**config.mk**
```make
export PLATFORM = sky130hd
export DESIGN_NAME = ldm_ctrl
export DESIGN_NICKNAME = d
export VERILOG_FILES = /design/src/sv/ldm_pkg.sv /design/src/sv/ldm_ctrl.sv
export SDC_FILE = /design/constraint.sdc
export NUM_CORES = 1
export LEC_CHECK = 0
export ABC_CLOCK_PERIOD_IN_PS = 3300
export BUFFER_PORTS_ARGS = -buffer_cell sky130_fd_sc_hd__clkbuf_2
export CAP_MARGIN = 20
export CORE_UTILIZATION = 30
export CTS_BUF_LIST = sky130_fd_sc_hd__clkbuf_8
export DETAILED_ROUTE_END_ITERATION = 10
export GPL_ROUTABILITY_DRIVEN = 0
export SLEW_MARGIN = 15
export SYNTH_ARGS = -nofsm -noshare
export SYNTH_HDL_FRONTEND = slang
export SYNTH_SLANG_ARGS = --single-unit
```
**constraint.sdc**
```tcl
create_clock -name clk -period 3.3 [get_ports clk]
set_clock_uncertainty 0.05 [all_clocks]
set_input_delay 0.33 -clock clk [delete_from_list [all_inputs] [get_ports clk]]
set_output_delay 0.33 -clock clk [all_outputs]
set_load 0.05 [all_outputs]
```
**src/sv/ldm_pkg.sv**
```systemverilog
// Types, constants and helpers shared by the lens distortion map modules.
`default_nettype none
package ldm_pkg;

	localparam int PADDR_W    = 6;
	localparam int SUB_W      = 4;
	localparam int LENS_STEPS = 15;
	localparam int DIST_STEPS = 5;

	localparam logic signed [63:0] Q28_ONE = 64'sd268435456;
	localparam logic signed [31:0] RAD_EPS = 32'sd27;

	localparam logic [1:0] ST_OK    = 2'd0;
	localparam logic [1:0] ST_FOCAL = 2'd1;
	localparam logic [1:0] ST_SING  = 2'd2;
	localparam logic [1:0] ST_SAT   = 2'd3;

	localparam logic [2:0] REG_FOCAL  = 3'd0;
	localparam logic [2:0] REG_CENTRE = 3'd1;
	localparam logic [2:0] REG_SKEW   = 3'd2;
	localparam logic [2:0] REG_K1     = 3'd3;
	localparam logic [2:0] REG_K2     = 3'd4;
	localparam logic [2:0] REG_K3     = 3'd5;
	localparam logic [2:0] REG_P1     = 3'd6;
	localparam logic [2:0] REG_P2     = 3'd7;

	typedef enum logic [5:0] {
		OP_NONE, OP_LOAD, OP_FOCAL,
		OP_DIVY_GO, OP_DIVY_WR, OP_DIVX_GO, OP_DIVX_WR, OP_SKEW,
		OP_L_XX, OP_L_YY, OP_L_XY, OP_L_R2, OP_L_R4, OP_L_R6, OP_L_TX, OP_L_TY,
		OP_L_RAD1, OP_L_RAD2, OP_L_RAD3, OP_L_DX1, OP_L_DX2, OP_L_DY1, OP_L_DY2,
		OP_NX_GO, OP_NX_WR, OP_NY_GO, OP_NY_WR, OP_SING,
		OP_D_XD, OP_D_YD, OP_D_S, OP_D_PX, OP_D_PY, OP_OUT
	} op_t;

	typedef struct packed {
		logic [31:0]        fx;
		logic [31:0]        fy;
		logic signed [31:0] cx;
		logic signed [31:0] cy;
		logic signed [31:0] skew;
		logic signed [31:0] k1;
		logic signed [31:0] k2;
		logic signed [31:0] k3;
		logic signed [31:0] p1;
		logic signed [31:0] p2;
	} cfg_t;

	typedef struct packed {
		op_t op;
	} cmd_t;

	typedef struct packed {
		logic func;
		logic focal_zero;
		logic rad_small;
		logic div_done;
	} sts_t;

	function automatic logic ovf32(input logic signed [63:0] v);
		return v != 64'(signed'(v[31:0]));
	endfunction

	function automatic logic signed [31:0] sat32(input logic signed [63:0] v);
		if (!ovf32(v))
			return v[31:0];
		return v[63] ? 32'sh8000_0000 : 32'sh7fff_ffff;
	endfunction

	function automatic op_t lens_op(input logic [SUB_W-1:0] idx);
		op_t o;
		case (idx)
			4'd0: o = OP_L_XX;
			4'd1: o = OP_L_YY;
			4'd2: o = OP_L_XY;
			4'd3: o = OP_L_R2;
			4'd4: o = OP_L_R4;
			4'd5: o = OP_L_R6;
			4'd6: o = OP_L_TX;
			4'd7: o = OP_L_TY;
			4'd8: o = OP_L_RAD1;
			4'd9: o = OP_L_RAD2;
			4'd10: o = OP_L_RAD3;
			4'd11: o = OP_L_DX1;
			4'd12: o = OP_L_DX2;
			4'd13: o = OP_L_DY1;
			4'd14: o = OP_L_DY2;
			default: o = OP_NONE;
		endcase
		return o;
	endfunction

	function automatic op_t dist_op(input logic [SUB_W-1:0] idx);
		op_t o;
		case (idx)
			4'd0: o = OP_D_XD;
			4'd1: o = OP_D_YD;
			4'd2: o = OP_D_S;
			4'd3: o = OP_D_PX;
			4'd4: o = OP_D_PY;
			default: o = OP_NONE;
		endcase
		return o;
	endfunction

endpackage
`default_nettype wire

```
**src/sv/ldm_ctrl.sv**
```systemverilog
// Controller: sequences the datapath operations and runs the beat handshakes.
`default_nettype none
module ldm_ctrl #(
	parameter int ITERATIONS = 20
) (
	input  wire logic          clk,
	input  wire logic          arst_n,
	input  wire logic          in_valid,
	output logic               in_ready,
	output logic               out_valid,
	input  wire logic          out_ready,
	input  wire ldm_pkg::sts_t sts,
	output ldm_pkg::cmd_t      cmd
);

	localparam int ITW = (ITERATIONS > 1) ? $clog2(ITERATIONS) : 1;

	typedef enum logic [10:0] {
		S_IDLE  = 11'b000_0000_0001,
		S_START = 11'b000_0000_0010,
		S_DIVY  = 11'b000_0000_0100,
		S_DIVX  = 11'b000_0000_1000,
		S_SKEW  = 11'b000_0001_0000,
		S_LENS  = 11'b000_0010_0000,
		S_TEST  = 11'b000_0100_0000,
		S_NX    = 11'b000_1000_0000,
		S_NY    = 11'b001_0000_0000,
		S_DIST  = 11'b010_0000_0000,
		S_FIN   = 11'b100_0000_0000
	} state_t;

	state_t                     state_q, state_n;
	logic [ldm_pkg::SUB_W-1:0]  sub_q, sub_n;
	logic [ITW-1:0]             iter_q, iter_n;
	logic                       go_q, go_n;
	logic                       out_valid_q;
	ldm_pkg::op_t               op;

	always_comb begin
		state_n = state_q;
		sub_n   = sub_q;
		iter_n  = iter_q;
		go_n    = go_q;
		op      = ldm_pkg::OP_NONE;
		case (state_q)
			S_IDLE: begin
				if (in_valid) begin
					op      = ldm_pkg::OP_LOAD;
					state_n = S_START;
				end
			end
			S_START: begin
				sub_n = '0;
				go_n  = 1'b0;
				if (sts.func)
					state_n = S_LENS;
				else if (sts.focal_zero) begin
					op      = ldm_pkg::OP_FOCAL;
					state_n = S_FIN;
				end else
					state_n = S_DIVY;
			end
			S_DIVY: begin
				if (!go_q) begin
					op   = ldm_pkg::OP_DIVY_GO;
					go_n = 1'b1;
				end else if (sts.div_done) begin
					op      = ldm_pkg::OP_DIVY_WR;
					go_n    = 1'b0;
					state_n = S_DIVX;
				end
			end
			S_DIVX: begin
				if (!go_q) begin
					op   = ldm_pkg::OP_DIVX_GO;
					go_n = 1'b1;
				end else if (sts.div_done) begin
					op      = ldm_pkg::OP_DIVX_WR;
					go_n    = 1'b0;
					state_n = S_SKEW;
				end
			end
			S_SKEW: begin
				op      = ldm_pkg::OP_SKEW;
				iter_n  = '0;
				sub_n   = '0;
				state_n = S_LENS;
			end
			S_LENS: begin
				op = ldm_pkg::lens_op(sub_q);
				if (sub_q == ldm_pkg::SUB_W'(ldm_pkg::LENS_STEPS - 1)) begin
					sub_n   = '0;
					state_n = sts.func ? S_DIST : S_TEST;
				end else
					sub_n = sub_q + 1'b1;
			end
			S_TEST: begin
				go_n = 1'b0;
				if (sts.rad_small) begin
					op      = ldm_pkg::OP_SING;
					state_n = S_FIN;
				end else
					state_n = S_NX;
			end
			S_NX: begin
				if (!go_q) begin
					op   = ldm_pkg::OP_NX_GO;
					go_n = 1'b1;
				end else if (sts.div_done) begin
					op      = ldm_pkg::OP_NX_WR;
					go_n    = 1'b0;
					state_n = S_NY;
				end
			end
			S_NY: begin
				if (!go_q) begin
					op   = ldm_pkg::OP_NY_GO;
					go_n = 1'b1;
				end else if (sts.div_done) begin
					op    = ldm_pkg::OP_NY_WR;
					go_n  = 1'b0;
					sub_n = '0;
					if (iter_q == ITW'(ITERATIONS - 1))
						state_n = S_FIN;
					else begin
						iter_n  = iter_q + 1'b1;
						state_n = S_LENS;
					end
				end
			end
			S_DIST: begin
				op = ldm_pkg::dist_op(sub_q);
				if (sub_q == ldm_pkg::SUB_W'(ldm_pkg::DIST_STEPS - 1)) begin
					sub_n   = '0;
					state_n = S_FIN;
				end else
					sub_n = sub_q + 1'b1;
			end
			S_FIN: begin
				if (!out_valid_q || out_ready) begin
					op      = ldm_pkg::OP_OUT;
					state_n = S_IDLE;
				end
			end
			default: state_n = S_IDLE;
		endcase
	end

	always_ff @(posedge clk or negedge arst_n) begin
		if (!arst_n) begin
			state_q     <= S_IDLE;
			sub_q       <= '0;
			iter_q      <= '0;
			go_q        <= 1'b0;
			out_valid_q <= 1'b0;
		end else begin
			state_q <= state_n;
			sub_q   <= sub_n;
			iter_q  <= iter_n;
			go_q    <= go_n;
			if (op == ldm_pkg::OP_OUT)
				out_valid_q <= 1'b1;
			else if (out_ready)
				out_valid_q <= 1'b0;
		end
	end

	assign in_ready  = (state_q == S_IDLE);
	assign out_valid = out_valid_q;
	assign cmd.op    = op;

endmodule
`default_nettype wire

```
After elaboration in Yosys (flattened, before gate mapping)
Memories as Yosys holds them, arrays and structs flattened.
Index checks and enable logic that the tools add are counted.
W data, S select, Z words.
{ "totals": {"register_bits": 22, "romBits": 80, "input_bits": 8, "output_inout_bits": 8, "wordCells": 99, "mem_count": 1} }
{ "memory_table": {"columns": ["memory", "words", "width", "rd", "rd_ports_with_merged_regs", "wr", "line", "text"], "rows": [
  ["(name not given)", 16, 5, 1, 0, 0, "ldm_pkg.sv:72", "case (idx)"]
]} }
{ "op_classes": {"add_sub_neg": 2, "n_eq_ne": 31, "mux": 47, "n_reduce_logical": 13} }
{ "op_table": {"columns": ["cell", "n"], "rows": [
  ["$mux W11", 16],
  ["$pmux W11 S11", 1],
  ["$pmux W6 S11", 1],
  ["$mux W5", 8],
  ["$pmux W6 S5", 1],
  ["$ne A2 B2 Y1 const B", 13],
  ["$mux W4", 4],
  ["$pmux W4 S4", 1],
  ["$mux W3", 4],
  ["$reduce_and A12 Y1", 1],
  ["$eq A11 B1 Y1 const B", 1],
  ["$eq A11 B10 Y1 const B", 1],
  ["$eq A11 B11 Y1 const B", 1],
  ["$eq A11 B2 Y1 const B", 1],
  ["$eq A11 B3 Y1 const B", 1],
  ["$eq A11 B4 Y1 const B", 1],
  ["$eq A11 B5 Y1 const B", 1],
  ["$eq A11 B6 Y1 const B", 1],
  ["$eq A11 B7 Y1 const B", 1],
  ["$eq A11 B8 Y1 const B", 1],
  ["$eq A11 B9 Y1 const B", 1],
  ["$mux W10", 1],
  ["$pmux W5 S2", 1],
  ["$eq A4 B2 Y1 const B", 2],
  ["20 further kinds", 28]
]} }

Depth between registers and ports, before layout
{ "logic_depth": {"depth_word": 6, "ltp_mapped": 7, "ltp_nobuf": 7} }

Worst setup path after synthesis
OpenSTA, ideal clock, no wires.
{ "synth_path": {"kind": "reg-to-output", "startpoint": "reg state_q[4]", "endpoint": "out cmd[0] in the netlist's numbering", "arrival_time_ps": 3424, "t_required_ps": 2920, "setup_slack_ps": -504, "path_stages_with_launch": 7, "n_path_buf": 2, "path_cell_list": "dfrtp_1 buf_6 or4_1 buf_4 nor4_1 a2bb2oi_1 nand4_1"} }
{ "synth_rtl": {"columns": ["item", "line", "text"], "rows": [
  ["start: declaration", "ldm_ctrl.sv:32", "state_t state_q, state_n;"],
  ["start signal: assignment", "ldm_ctrl.sv:157", "state_q <= state_n;"],
  ["end: declaration", "ldm_ctrl.sv:13", "output ldm_pkg::cmd_t cmd"]
]} }

==> Implementation_results.wiki <==
{| class="wikitable"
! Metric !! Value
|-
| Vias in the first global route || 1634
|-
| Number of setup buffers added after CTS || 0
|-
| CTS buffer count || 3
|-
| Finish-stage setup viols || 0
|-
| Power density over the cells || 605 nW/um2
|-
| Aggregate routed wire length || 5020 um
|-
| Worst slew slack as a fraction of its limit || 0.578
|-
| Number of hold violations in the final report || 13
|-
| Most heavily used metal layer in global routing || met2
|-
| Category of the worst setup path capture point || output port
|-
| Synth cell types || 59
|-
| Total half-perimeter wirelength after legalization and detailed placement || 3830 um
|-
| Horizontal die dimension || roughly 79 um
|-
| Maximum number of pins on one net before global-route repair || 23
|-
| Avg Synthesized Cell Area || between 8 and 9 um2
|-
| Maximum fanout along the worst path || 10
|-
| Leading cell types in the layout, fill and taps excluded || 21 x dfrtp_1, 15 x clkbuf_2, 14 x nand3_1, 12 x inv_1, 12 x nor2_1
|-
| # resized after CTS || 0
|-
| H-tree Lvls || 1
|-
| # hold bufs at CTS || 0
|-
| Worst hold-check path type || in2async
|-
| Mapped Area || 1800 um2
|-
| Global routing usage summed across all routing layers || 0.168
|-
| Yosys warnings || 0
|-
| Number of nets in the synthesized netlist || between 200 and 250
|-
| Number of DRC markers in iteration 0 || 117
|-
| Remaining design rule violation count || 0
|-
| Number of vias per cell after detailed routing || 5.95
|-
| Placement row count || 27
|-
| Clock tree from TritonCTS || yes
|-
| Area growth syn-to-layout || 10.2%
|-
| Hold slack || -13.1 ps
|-
| Flip-flop and latch count after synthesis || 22
|-
| Fraction of met2 tracks used by global routing || 0.262
|-
| Initial cell density of the core || 0.319
|-
| Worst Path Class, Setup || reg2out
|-
| Drt first pass iters || 5
|-
| Most frequent standard cell in the layout excluding fill and tap cells || dfrtp_1
|-
| Avg WL per Cell || 17.4 um
|-
| Boundary Pins || 16
|-
| Share of final-layout standard cells stronger than drive strength 1 || 0.181
|-
| Ratio of final minimum period to clock period || 0.905
|-
| Post-Place Cells || 284
|-
| Clk root buf || clkbuf_8
|-
| Die ar. || around 6300 um2
|-
| Total via count after detailed routing || 1715
|-
| Static Leak || 0.820 nW
|-
| Sinks on Clock Net || 22
|-
| Source-to-sink clock delay at the later pin of the worst-skew pair || 270 ps
|-
| Ant. Diodes || 0
|-
| Count of max-cap constraint violations || 0
|-
| Max Transition Viols Final || 0
|-
| Outcome || finished, violations left
|-
| Initial antenna violation count || 0
|-
| Count of flip-flops with a built-in enable after synthesis || 0
|-
| Data required time of the worst path || 2920 ps
|-
| Failing checks || hold timing
|-
| Wire length of the first global-routing pass || approximately 8000 um
|-
| Shortest period the worst path allows || 2990 ps
|-
| Vertical die dimension || between 70 and 80 um
|-
| Instance count of the mapped netlist || 203
|-
| Port Buf Inserts || 15
|-
| Prevailing post-synth register cell || dfrtp_1
|-
| Overall overflow remaining after global route || 0
|-
| Maximum resistive drop on vdd || 0.537 mV
|-
| Highest clock rate || 0.335 GHz
|-
| Share of synthesized area occupied by flip-flops and latches || 0.306
|-
| Met3 capacity usage during global routing || 0.0354
|-
| Setup repair after global routing missed its margin || no
|-
| Clock slew at the register clock pins of the worst setup and hold paths || 80 ps
|-
| Residual antenna-violating net count after detailed routing || 0
|-
| Worst setup SP type || flop
|-
| Placeable Area || 5640 um2
|-
| Final std cells w/o fill || 288
|-
| Setup_tns || 0 ps
|-
| Crit path arrival time || approximately 2600 ps
|-
| Buffer levels on the longest clock path || 2
|-
| Post-layout net count || 232
|-
| Fraction of registers with async set/reset || 1.00
|-
| Total chip power || between 1 and 1.5 mW
|-
| GRT met1 Usage || 0.219
|-
| Pin slew with the least headroom to its limit || roughly 630 ps
|}
==> final timing paths <==
path / endpoint / slack, ps / cells after the start / startpoint
min in group clk: state_q[1] / 280 / 2 / in_valid
worst max-delay path: cmd[3] / 310 / 5 / state_q[4]
worst min register to register: iter_q[0] / 480 / 1 / iter_q[0]
max in group asynchronous: state_q[0] / 2820 / 1 / arst_n
worst min-delay path: iter_q[0] / -10 / 1 / arst_n
worst max register to register: state_q[3] / 770 / 5 / state_q[4]
==> synthesized netlist by cell type (3+ instances only) <==
library cell	instances	area, um2
dfrtp_1	21	526
buf_4	3	22.5
inv_1	11	41.3
nor3_1	11	55.1
and2_1	3	18.8
o22ai_1	4	25.0
a2bb2oi_1	4	35.0
ha_1	7	87.6
o21ai_0	10	50.1
nand4_1	7	43.8
a21o_1	3	22.5
o2111ai_1	3	26.3
a21oi_1	5	25.0
a211oi_1	3	22.5
nor4_1	4	25.0
clkbuf_1	3	11.3
nor2_1	12	45.0
or4_1	3	22.5
nand3_1	14	70.1
nand2b_1	8	50.1
and3_1	4	25.0
nand2_1	11	41.3
xnor2_1	4	35.0
==> report_power, final <==
part	switching (mW)	internal [mW]
sequential	0.0917	0.318
combinational	0.401	0.213
clock	0.0933	0.0834
total	0.586	0.614
==> kinds of logic (layout without fill, tap and decap cells) <==
kind of cell,count (synthesis),count (layout),share of synthesized area
DFF,22,22,0.306
buffers and inverters,20,33,0.0535
xor gates and xnor gates,6,6,0.0292
and+or+nand+nor,100,100,0.366
adders and majority gates,7,7,0.0486
AOI/OAI and AO/OA,45,45,0.178
muxes,3,3,0.0181
==> sequential cells by signal, summed over array words and instances (netlist names) <==
signal     flops
state_q       11
sub_q          4
iter_q         5
go_q           1
out_valid      1
==> area by class of cell <==
cell class | instances | area (um2)
multi-input cells | 161 | 1160
clock buffers | 3 | 41.3
repair buffers | 18 | 97.6
inverters | 11 | 41.3
clock inverters | 1 | 3.75
well taps | 72 | 90.1
flip-flops and latches | 22 | 552
fillers | 567 | 3660
==> metrics by stage <==
stage	util	area (um2)	setup WS, ps	hold WS [ps]
after global placement	0.344	1940	667	308
after global routing	0.352	1980	192	36.3
after CTS	0.352	1980	320	8.99
after detailed placement	0.344	1940	631	310
after floorplan	-	1810	153	-15.6
final	0.352	1980	313	-13.1
==> routing by layer <==
metal  up-vias  wire length, um
li1        802                -
met5         -                0
met3        14              245
met1       824             2270
met2        75             2360
met4         0              131
==> worst max-delay path, cell delays in order (launching register included) <==
cell	delay, ps
dfrtp_1	480
or4_1	740
nor4_4	530
a21oi_1	80
o2111ai_1	200
clkbuf_2	310
Note: power is estimated with default switching activity, not from simulation.
